--- config.mk ---
export PLATFORM = sky130hd
export DESIGN_NAME = bitmap_slot_allocator
export DESIGN_NICKNAME = d
export VERILOG_FILES = /design/src/design/bsa_pkg.sv /design/src/design/bsa_ram.sv /design/src/design/bsa_scan.sv /design/src/design/bitmap_slot_allocator.sv
export SDC_FILE = /design/constraint.sdc
export NUM_CORES = 2
export LEC_CHECK = 0
export ABC_AREA = 1
export BUFFER_PORTS_ARGS = -buffer_cell sky130_fd_sc_hd__buf_4
export CAP_MARGIN = 30
export CORE_AREA = 4 4 321 291
export CTS_BUF_LIST = sky130_fd_sc_hd__clkbuf_2
export DETAILED_ROUTE_END_ITERATION = 10
export DIE_AREA = 0 0 325 295
export PLACE_DENSITY = 0.71
export SLEW_MARGIN = 5
export SYNTH_ARGS = -nofsm -noshare
export SYNTH_HDL_FRONTEND = slang
export SYNTH_SLANG_ARGS = --single-unit
--- constraint.sdc ---
create_clock -name clock -period 6.4 [get_ports clock]
set_clock_uncertainty 0.15 [all_clocks]
set_input_delay 0.96 -clock clock [delete_from_list [all_inputs] [get_ports clock]]
set_output_delay 0.96 -clock clock [all_outputs]
set_load 0.005 [all_outputs]
--- src/design/bsa_pkg.sv ---
// Shared constants, codes and word types for the bitmap slot allocator.
// No dependencies; every other file of the block but bsa_ram takes names from here.
`timescale 1ns / 1ps

package bsa_pkg;

   localparam int CAPACITY  = 1024;
   localparam int WORD_BITS = 32;
   localparam int NUM_WORDS = (CAPACITY + WORD_BITS - 1) / WORD_BITS;
   localparam int WORD_AW   = $clog2(NUM_WORDS);
   localparam int BIT_AW    = $clog2(WORD_BITS);
   localparam int IDX_W     = 10;
   localparam int CNT_W     = 11;

   typedef enum logic [1:0] {
      ACT_ALLOC   = 2'd0,
      ACT_FREE    = 2'd1,
      ACT_RESERVE = 2'd2,
      ACT_NOP     = 2'd3
   } action_type;

   typedef enum logic [1:0] {
      STS_DONE  = 2'd0,
      STS_FULL  = 2'd1,
      STS_RANGE = 2'd2
   } status_type;

   typedef struct packed {
      action_type       action;
      logic [IDX_W-1:0] slot_index;
   } req_type;

   typedef struct packed {
      status_type       status;
      logic [IDX_W-1:0] granted_index;
      logic [CNT_W-1:0] free_count;
      logic [CNT_W-1:0] used_count;
   } rsp_type;

   // Saturate a programmed size to the built capacity.
   function automatic logic [CNT_W-1:0] eff_size(input logic [CNT_W-1:0] size);
      logic [CNT_W-1:0] cap;
      cap = CNT_W'(CAPACITY);
      return (size > cap) ? cap : size;
   endfunction

endpackage

--- src/design/bsa_ram.sv ---
// Generic single-write, single-read synchronous RAM with registered read data.
// No dependencies.
`timescale 1ns / 1ps

module bsa_ram #(
   parameter int WIDTH = 32,
   parameter int DEPTH = 32
) (
   input  logic                     clock,
   input  logic                     we,
   input  logic [$clog2(DEPTH)-1:0] waddr,
   input  logic [WIDTH-1:0]         wdata,
   input  logic                     re,
   input  logic [$clog2(DEPTH)-1:0] raddr,
   output logic [WIDTH-1:0]         rdata
);

   logic [WIDTH-1:0] mem_ff [DEPTH];

   always_ff @(posedge clock) begin
      if (we) begin
         mem_ff[waddr] <= wdata;
      end
      if (re) begin
         rdata <= mem_ff[raddr];
      end
   end

endmodule

--- src/design/bsa_scan.sv ---
// Lowest-free-bit finder for one bitmap word; bits at or above the size count as used.
// Depends on bsa_pkg.
`timescale 1ns / 1ps

module bsa_scan (
   input  logic [bsa_pkg::WORD_BITS-1:0] word_data,
   input  logic [bsa_pkg::WORD_AW-1:0]   word_num,
   input  logic [bsa_pkg::CNT_W-1:0]     size_eff,
   output logic                          hit,
   output logic [bsa_pkg::BIT_AW-1:0]    hit_pos
);

   // Walk down from the top so the lowest free slot is the one left standing.
   always_comb begin
      hit     = 1'b0;
      hit_pos = '0;
      for (int b = bsa_pkg::WORD_BITS - 1; b >= 0; b--) begin
         if (!word_data[b] &&
             (bsa_pkg::CNT_W'({word_num, bsa_pkg::BIT_AW'(b)}) < size_eff)) begin
            hit     = 1'b1;
            hit_pos = bsa_pkg::BIT_AW'(b);
         end
      end
   end

endmodule

--- src/design/bitmap_slot_allocator.sv ---
// Top level of the bitmap first-fit slot allocator.
// Depends on bsa_pkg, bsa_ram and bsa_scan.
`timescale 1ns / 1ps

// Bitmap slot allocator. One bit per slot (1 = used) is held in a 32 x 32-bit
// RAM, beside a free-slot count. Issue a request word by raising start while
// busy is low; exactly one response word follows, on rsp_word for a single
// cycle with rsp_strobe high. The receiver cannot stall: take the word when
// the strobe is seen. A no-op, an out-of-range free or reserve, and an
// allocate when nothing is free are answered at once with no RAM access;
// free and reserve do one RAM read, then modify and write back; allocate
// scans the bitmap words from word 0 up to the word holding the lowest free
// slot. The scan reads one word per cycle through the single RAM read port.
// The response appears in the cycle after the item completes. Writing
// csr_wr_data (with csr_wr_en) sets the managed size (saturated to 1024),
// frees every slot and reloads the free count at once; write it only while
// no request is outstanding. Reset does the same with a size of 1024. A
// per-word valid bit marks words written since the last clear, so no
// clearing pass is needed.
module bitmap_slot_allocator (
   input  logic                        clock,
   input  logic                        reset,
   input  logic                        start,
   output logic                        busy,
   input  bsa_pkg::req_type            req_word,
   output logic                        rsp_strobe,
   output bsa_pkg::rsp_type            rsp_word,
   input  logic                        csr_wr_en,
   input  logic [bsa_pkg::CNT_W-1:0]   csr_wr_data
);

   typedef enum logic [1:0] {
      S_IDLE = 2'b01,
      S_LOOK = 2'b10
   } state_type;

   state_type                        state_ff, state_in;
   logic [bsa_pkg::CNT_W-1:0]        size_ff;
   logic [bsa_pkg::CNT_W-1:0]        free_ff, free_in;
   logic [bsa_pkg::NUM_WORDS-1:0]    valid_ff;
   logic                             rd_valid_ff, rd_valid_in;
   bsa_pkg::action_type              act_ff, act_in;
   logic [bsa_pkg::IDX_W-1:0]        idx_ff, idx_in;
   logic [bsa_pkg::WORD_AW-1:0]      cur_ff, cur_in;
   logic                             rsp_strobe_ff, rsp_strobe_in;
   bsa_pkg::rsp_type                 rsp_word_ff, rsp_word_in;

   logic                             ram_we, ram_re;
   logic [bsa_pkg::WORD_AW-1:0]      ram_waddr, ram_raddr;
   logic [bsa_pkg::WORD_BITS-1:0]    ram_wdata, ram_rdata, word_eff;
   logic                             scan_hit;
   logic [bsa_pkg::BIT_AW-1:0]       scan_pos;
   logic [bsa_pkg::CNT_W-1:0]        size_eff;
   logic                             accept, range_err, cur_bit;
   logic [bsa_pkg::BIT_AW-1:0]       idx_bit;

   assign size_eff   = bsa_pkg::eff_size(size_ff);
   assign busy       = (state_ff == S_LOOK);
   assign accept     = start && !busy;
   assign rsp_strobe = rsp_strobe_ff;
   assign rsp_word   = rsp_word_ff;

   // A word never written since the last clear reads as all free.
   assign word_eff = rd_valid_ff ? ram_rdata : '0;
   assign idx_bit  = idx_ff[bsa_pkg::BIT_AW-1:0];
   assign cur_bit  = word_eff[idx_bit];

   assign range_err = (req_word.action inside {bsa_pkg::ACT_FREE, bsa_pkg::ACT_RESERVE}) &&
                      (bsa_pkg::CNT_W'(req_word.slot_index) >= size_eff);

   bsa_ram #(
      .WIDTH (bsa_pkg::WORD_BITS),
      .DEPTH (bsa_pkg::NUM_WORDS)
   ) u_ram (
      .clock (clock),
      .we    (ram_we),
      .waddr (ram_waddr),
      .wdata (ram_wdata),
      .re    (ram_re),
      .raddr (ram_raddr),
      .rdata (ram_rdata)
   );

   bsa_scan u_scan (
      .word_data (word_eff),
      .word_num  (cur_ff),
      .size_eff  (size_eff),
      .hit       (scan_hit),
      .hit_pos   (scan_pos)
   );

   always_comb begin
      state_in      = state_ff;
      free_in       = free_ff;
      act_in        = act_ff;
      idx_in        = idx_ff;
      cur_in        = cur_ff;
      rsp_strobe_in = 1'b0;
      rsp_word_in   = rsp_word_ff;
      ram_we        = 1'b0;
      ram_waddr     = cur_ff;
      ram_wdata     = word_eff;
      ram_re        = 1'b0;
      ram_raddr     = cur_ff;
      rd_valid_in   = rd_valid_ff;

      case (state_ff)
         S_IDLE: begin
            if (accept) begin
               act_in = req_word.action;
               idx_in = req_word.slot_index;
               if (req_word.action == bsa_pkg::ACT_NOP || range_err ||
                   (req_word.action == bsa_pkg::ACT_ALLOC && free_ff == '0)) begin
                  // Answer at once: nothing to read or change.
                  rsp_strobe_in             = 1'b1;
                  rsp_word_in.granted_index = '0;
                  if (range_err) begin
                     rsp_word_in.status = bsa_pkg::STS_RANGE;
                  end else if (req_word.action == bsa_pkg::ACT_ALLOC) begin
                     rsp_word_in.status = bsa_pkg::STS_FULL;
                  end else begin
                     rsp_word_in.status = bsa_pkg::STS_DONE;
                  end
               end else begin
                  // Fetch the first word to scan, or the word holding the slot.
                  ram_re = 1'b1;
                  if (req_word.action == bsa_pkg::ACT_ALLOC) begin
                     ram_raddr = '0;
                  end else begin
                     ram_raddr = req_word.slot_index[bsa_pkg::IDX_W-1:bsa_pkg::BIT_AW];
                  end
                  cur_in   = ram_raddr;
                  state_in = S_LOOK;
               end
            end
         end
         S_LOOK: begin
            if (act_ff == bsa_pkg::ACT_ALLOC) begin
               if (scan_hit) begin
                  ram_we                    = 1'b1;
                  ram_wdata                 = word_eff |
                                              (bsa_pkg::WORD_BITS'(1) << scan_pos);
                  free_in                   = free_ff - bsa_pkg::CNT_W'(1);
                  rsp_strobe_in             = 1'b1;
                  rsp_word_in.status        = bsa_pkg::STS_DONE;
                  rsp_word_in.granted_index = {cur_ff, scan_pos};
                  state_in                  = S_IDLE;
               end else if (cur_ff == bsa_pkg::WORD_AW'(bsa_pkg::NUM_WORDS - 1)) begin
                  rsp_strobe_in             = 1'b1;
                  rsp_word_in.status        = bsa_pkg::STS_FULL;
                  rsp_word_in.granted_index = '0;
                  state_in                  = S_IDLE;
               end else begin
                  // Advance the scan by one word; the read of the next word is issued now.
                  ram_re    = 1'b1;
                  ram_raddr = cur_ff + bsa_pkg::WORD_AW'(1);
                  cur_in    = ram_raddr;
               end
            end else begin
               // Free or reserve: write back only when the bit really flips.
               if (act_ff == bsa_pkg::ACT_FREE && cur_bit) begin
                  ram_we    = 1'b1;
                  ram_wdata = word_eff & ~(bsa_pkg::WORD_BITS'(1) << idx_bit);
                  free_in   = free_ff + bsa_pkg::CNT_W'(1);
               end else if (act_ff == bsa_pkg::ACT_RESERVE && !cur_bit) begin
                  ram_we    = 1'b1;
                  ram_wdata = word_eff | (bsa_pkg::WORD_BITS'(1) << idx_bit);
                  free_in   = free_ff - bsa_pkg::CNT_W'(1);
               end
               rsp_strobe_in             = 1'b1;
               rsp_word_in.status        = bsa_pkg::STS_DONE;
               rsp_word_in.granted_index = '0;
               state_in                  = S_IDLE;
            end
         end
         default: begin
            state_in = S_IDLE;
         end
      endcase

      if (ram_re) begin
         rd_valid_in = valid_ff[ram_raddr];
      end

      // Counts always report the state after this request.
      rsp_word_in.free_count = free_in;
      rsp_word_in.used_count = size_eff - free_in;
   end

   always_ff @(posedge clock) begin
      if (reset) begin
         state_ff      <= S_IDLE;
         size_ff       <= bsa_pkg::CNT_W'(bsa_pkg::CAPACITY);
         free_ff       <= bsa_pkg::CNT_W'(bsa_pkg::CAPACITY);
         valid_ff      <= '0;
         rsp_strobe_ff <= 1'b0;
      end else begin
         state_ff      <= state_in;
         rsp_strobe_ff <= rsp_strobe_in;
         if (csr_wr_en) begin
            // New size: drop every allocation and reload the count.
            size_ff  <= csr_wr_data;
            free_ff  <= bsa_pkg::eff_size(csr_wr_data);
            valid_ff <= '0;
         end else begin
            free_ff <= free_in;
            if (ram_we) begin
               valid_ff[ram_waddr] <= 1'b1;
            end
         end
      end
   end

   // Payload registers: no reset needed.
   always_ff @(posedge clock) begin
      act_ff      <= act_in;
      idx_ff      <= idx_in;
      cur_ff      <= cur_in;
      rd_valid_ff <= rd_valid_in;
      rsp_word_ff <= rsp_word_in;
   end

endmodule

# Word level (Yosys, flattened, before mapping)
# Memories as Yosys holds them, arrays and structs flattened. A register that Yosys moved wholly into a read port is not among the register bits.
# Cells that the tools add are included.
[totals]
mem_bits_rw = 1024
ff_bits = 104
output_inout_bits = 36
n_memories = 1
wordCells = 283
input_bits = 27
[mem_list]
columns = ["name", "depth", "width", "read_ports", "rd_ports_with_merged_regs", "wr", "line_no", "text"]
rows = [
  ["u_ram.mem_ff", 32, 32, 1, 1, 1, "bsa_ram.sv:18", "logic [WIDTH-1:0] mem_ff [DEPTH];"],
]
[classes]
shift = 2
magnitude_cmp = 39
addsub = 4
eq_ne = 12
reduce_logical = 83
bitwise_logic = 5
mux = 124
[op_table]
columns = ["op", "n"]
rows = [
  ["less-than comparator 10 x 11 -> 1 bit", 32],
  ["2-to-1 mux 32 bit", 6],
  ["2-to-1 mux 5 bit", 38],
  ["bitwise OR 32 bit", 3],
  ["2-to-1 mux 11 bit", 8],
  ["<< shifter 1 x 5 -> 32 bit, first input constant", 2],
  ["2-to-1 mux 12 bit", 5],
  ["2-to-1 mux 1 bit", 53],
  ["logical AND 1 bit", 38],
  ["logical NOT 1 bit", 34],
  ["bitwise AND 32 bit", 1],
  ["inverter 32 bit", 1],
  ["one-hot mux 12 bit (2 select lines)", 1],
  ["greater-than comparator 11 bit, second input constant", 2],
  ["less-than comparator 5 x 6 -> 1 bit, second input constant", 3],
  ["2-to-1 mux 2 bit", 6],
  ["adder 11 x 1 -> 11 bit, second input constant", 1],
  ["greater-or-equal comparator 10 x 11 -> 1 bit", 1],
  ["logical NOT 11 bit", 1],
  ["subtractor 11 x 1 -> 11 bit, second input constant", 1],
  ["subtractor 11 bit", 1],
  ["binary-select mux 1 bit (select 5 bit)", 2],
  ["one-hot mux 5 bit (2 select lines)", 1],
  ["equality test 2 bit, second input constant", 4],
  ["other kinds (16)", 24],
]

# Longest topological paths before layout
[logic_depth]
ltp_word = 41
mapped_depth = 50
depth_no_buf = 50

# Hierarchy
# Synthesis repeated with hierarchy kept, for this count alone.
[hier_totals]
hier_cells = 4920
hier_area_um2 = 51663.3
[modules_own_cells]
columns = ["mod", "area_per_inst_um2", "seq_area_each_um2", "instances", "cells_per_inst"]
rows = [
  ["bsa_ram", 42726.0, 31710.4, 1, 3536],
  ["bitmap_slot_allocator", 7885.1, 2282.2, 1, 1153],
  ["bsa_scan", 1052.3, 0.0, 1, 231],
]

# Worst setup path before layout
# No wires, ideal clock.
[synth_path]
kind = "register to register"
start = "reg size_ff[4] (netlist bit)"
end = "reg rsp_word_ff, in the netlist rsp_word[10]"
slack_ps = 1038
required_ps = 6135
stages_incl_launch_ff = 41
setup_time_ps = 115
period_less_slack_ps = 5362
arrival_time_ps = 5097
n_path_buf = 1
cell_sequence = "dfxtp_1 nor2_1 nand3_2 o21bai_4 inv_2 nor2_1 inv_1 ha_1 inv_1 nor2_4 nand3_4 nor2_4 inv_2 nor3_4 inv_2 o311a_1 inv_2 nand2_2 [5 not listed] o21ai_0 nand2_1 o21ai_0 inv_1 fa_1 o21ai_0 a21oi_1 inv_1 a21oi_1 nor2_1 nor2_1 inv_1 a21oi_1 o21ai_0 a21oi_1 xor2_1 xnor2_1 inv_1"
[synth_rtl]
columns = ["element", "line_no", "text"]
rows = [
  ["from (decl)", "bitmap_slot_allocator.sv:38", "logic [bsa_pkg::CNT_W-1:0] size_ff;"],
  ["from (signal assigned)", "bitmap_slot_allocator.sv:193", "size_ff <= bsa_pkg::CNT_W'(bsa_pkg::CAPACITY);"],
  ["from (signal assigned)", "bitmap_slot_allocator.sv:202", "size_ff <= csr_wr_data;"],
  ["to (signal assigned)", "bitmap_slot_allocator.sv:220", "rsp_word_ff <= rsp_word_in;"],
  ["to (decl)", "bitmap_slot_allocator.sv:46", "bsa_pkg::rsp_type rsp_word_ff, rsp_word_in;"],
]

==> summary.txt <==
Clock network
  – CTS buffer count: 299
  – CTS clk-pin slew, worst paths: 120 ps
  – CTS sink cnt: 1160
  – CTS max path bufs: 4
  – CTS tree: yes
  – H-tree depth: 5
  – Worst-Skew Late Latency: 1520 ps
  – Clock tree root driver cell: clkbuf_2

GRT
  – Gr ovfl total: 0
  – Tot GR Track Use: 29.7%
  – Largest net degree at the start of global routing: 171
  – First-pass GRT wire length: 214000 um
  – Vias in the first global route: 34.3k
  – Initial antenna violation count: 2

Layout
  – Layout cell share with drive strength beyond 1: 16.5%
  – Nets: 4498
  – FILL cells: 7083
  – Non-Filler Instances: 5780
  – Post-route cell area: 54700 um^2
  – Synth-to-Final Area Change: 11.2%

Placed design
  – Pre-CTS setup slack: 237 ps
  – Placed cells: 5265
  – Gpl congestion: 1.01
  – I/O Buffers: 62
  – DP HPWL: 79800 um
  – Placed instance area: 51900 um^2

Status
  – Status: finished clean

Timing
  – Hold Slack: 152 ps
  – Max Fclk: 165 MHz
  – Slew Limit Fails: 0
  – RSZ-0062 raised after global routing: true
  – Rel. slew slack: 35.4%
  – Final critical-path setup slack: 337 ps
  – Final period util: 94.7%
  – Fin. Hold Viols: 0
  – Final setup viols: 0
  – Final min period: 6060 ps
  – Slew of the pin with the lowest slew margin: 969 ps
  – Setup_tns: 0 ps

Logic synthesis
  – Mapped Area: 49200 um^2
  – Netlist cell types: 57
  – Post-synth top area share: 65.7%
  – Cells after Synth: 4157
  – Post-Syn Nets: 4222
  – Number of synthesized flops with an enable pin: 1076
  – Post-synthesis register bit count: 1160
  – Most numerous cell in the Yosys netlist: edfxtp_1
  – Warnings, synthesis: 0
  – Share of flip-flops with an asynchronous set or reset: 0%
  – Synth cell count leaders: edfxtp_1 (1076), nor2_1 (714), o21ai_0 (626)
  – Sequential-to-total area share from yosys stat: 69.1%
  – Syn_area_per_cell: 11.8 um^2
  – Most used DFF post-synth: edfxtp_1
  – Leading area contributor after synthesis: edfxtp_1
  – Synth top area cells: edfxtp_1 (66%), o21ai_0 (6.4%), nor2_1 (5.4%)

Die
  – Die area: 95900 um^2
  – Die H: 295 um
  – Initial Utilization: 55.0%
  – Die span in x: 325 um
  – # IOs: 63
  – Core Box Area: 89500 um^2
  – Cell Rows: 104

Drt
  – Wire per inst: 25.3 um
  – ANT nets after route: 0
  – Final WL: 147000 um
  – Drt via density: 6.32
  – # DRC: 0
  – Initial DRC Count: 5280
  – DR pass1 iterations: 6
  – Via count: 36.5k

Worst setup path
  – Reg2reg end: rsp_word[10]$_DFF_P_
  – CP startpoint kind: flop
  – Worst Setup EP: rsp_word[10]$_DFF_P_
  – Worst-path maximum fanout: 19
  – CP max stage cell: dfxtp_1
  – Critical path type: flop to flop
  – Top cell by count, worst path: a21oi_1
  – CP startpoint: size_ff[1]$_SDFFE_PP0P_
  – Reg2reg setup slack: 340 ps
  – R2R Path Start: size_ff[1]$_SDFFE_PP0P_
  – Required @ worst endpoint: 7570 ps
  – FF-to-FF path depth: 37
  – Max incr delay on CP: 380 ps
  – Worst setup EP type: flop
  – Critical Path AT: 7230 ps

Pwr
  – P_leak: 18.8 nW
  – Peak VDD IR: 0.000296 V
  – PwrDens: 362 nW/um^2

Run
  – Max_cap viols: 0

Worst hold path
  – Hold path start: req_word[10]
  – Hold Crit Class: input port to flop
-- area by class of cell --
| type | instances | area (um^2) | area share, % |
|---|---|---|---|
| antenna | 7 | 17.5 | 0.0320 |
| clock buffer | 421 | 2110 | 3.85 |
| clock inverter | 54 | 288 | 0.526 |
| inverter | 182 | 718 | 1.31 |
| multi-input combinational | 2537 | 13600 | 24.9 |
| sequential | 1160 | 34000 | 62.1 |
| tap | 1166 | 1460 | 2.67 |
| timing repair buffer | 251 | 2500 | 4.58 |
| timing repair inverter | 2 | 22.5 | 0.0412 |
-- critical path, delay by kind of cell, from the launching register on --
kind | cells | cell delay (ps)
AOI/OAI and AO/OA | 11 | 1540
buffers and inverters | 6 | 550
adders and majority gates | 2 | 700
and+or+nand+nor | 16 | 2250
DFF | 1 | 380
xor gates and xnor gates | 2 | 340
-- placed cells by master (no fill, tap or decap), types with 4 or more instances in the layout --
cell type	n
clkbuf_2	421
ha_1	36
nor4_1	6
nor2_1	678
a21oi_1	41
inv_1	166
nand3_1	111
o21ai_0	617
o221ai_1	141
o21bai_1	17
nand2_1	278
nor3_1	18
o21ai_1	120
o211ai_1	86
buf_8	6
o21ai_2	10
clkinv_1	43
buf_4	181
nor2_4	39
clkinv_2	6
o21a_1	33
o22ai_1	148
buf_12	33
diode_2	7
edfxtp_1	1076
nand2_2	5
nor2_2	9
inv_2	15
a22oi_1	4
xor2_1	18
dlygate4sd3_1	25
nand4_1	37
xnor2_1	4
a31oi_1	39
dfxtp_1	84
-- per-layer routing --
layer	GRT usage (%)	wire length, um	vias up
li1	-	-	16095
met4	13.5	6140	0
met1	42.3	58200	17634
met3	6.18	17100	385
met2	44.8	65000	2397
met5	0	0	-
-- metrics by stage --
stage               total power [mW]  util (%)
floorplan                       13.0         -
global placement                14.9      57.8
detailed placement              15.0      57.9
CTS                             19.7      60.9
global route                    20.8      61.1
finish                          19.8      61.1
-- sequential cells by signal, summed over array words and instances (netlist names) --
signal,count
u_ram.mem_ff,1024
rsp_word,34
u_ram.rdata,32
valid_ff,32
free_ff,11
size_ff,11
cur_ff,5
idx_ff,5
act_ff,2
state_ff,2
rd_valid_ff,1
rsp_strobe,1
-- report_power, final --
part | internal [mW] | total, mW | switching [mW]
logic | 1.81 | 6.08 | 4.27
clock network | 1.85 | 4.71 | 2.85
registers | 8.91 | 9.02 | 0.106
-- worst min path at each step --
stage | end | slack, ps | cells after the start
floorplan | valid_ff[0]$_SDFFE_PP0P_ | 290 | 1
global placement | valid_ff[7]$_SDFFE_PP0P_ | 290 | 1
detailed placement | valid_ff[19]$_SDFFE_PP0P_ | 300 | 1
CTS | act_ff[0]$_DFFE_PP_ | 20 | 2
global route | act_ff[0]$_DFFE_PP_ | 70 | 2
finish | act_ff[0]$_DFFE_PP_ | 150 | 2
-- cells by family (layout without fill, tap and decap cells) --
| logic type | after synthesis | after routing | share of synthesized area, % |
|---|---|---|---|
| AO/OA/AOI/OAI | 1284 | 1284 | 15.6 |
| AND/OR/NAND/NOR | 1193 | 1193 | 9.95 |
| flip-flops | 1160 | 1160 | 69.1 |
| buffers and inverters | 460 | 910 | 3.99 |
| adder cells (fa/ha/maj) | 38 | 38 | 0.982 |
| XOR/XNOR | 22 | 22 | 0.392 |
| other | 0 | 7 | 0 |
-- timing repair --
action | 4_1_cts | 5_1_grt
hold endpoints to repair | 73 | 0
gates resized for setup | 0 | 21
setup endpoints to repair | 0 | 59
buffers inserted | 0 | 4
hold buffers | 25 | 0
Note: power is estimated with default switching activity, not from simulation.
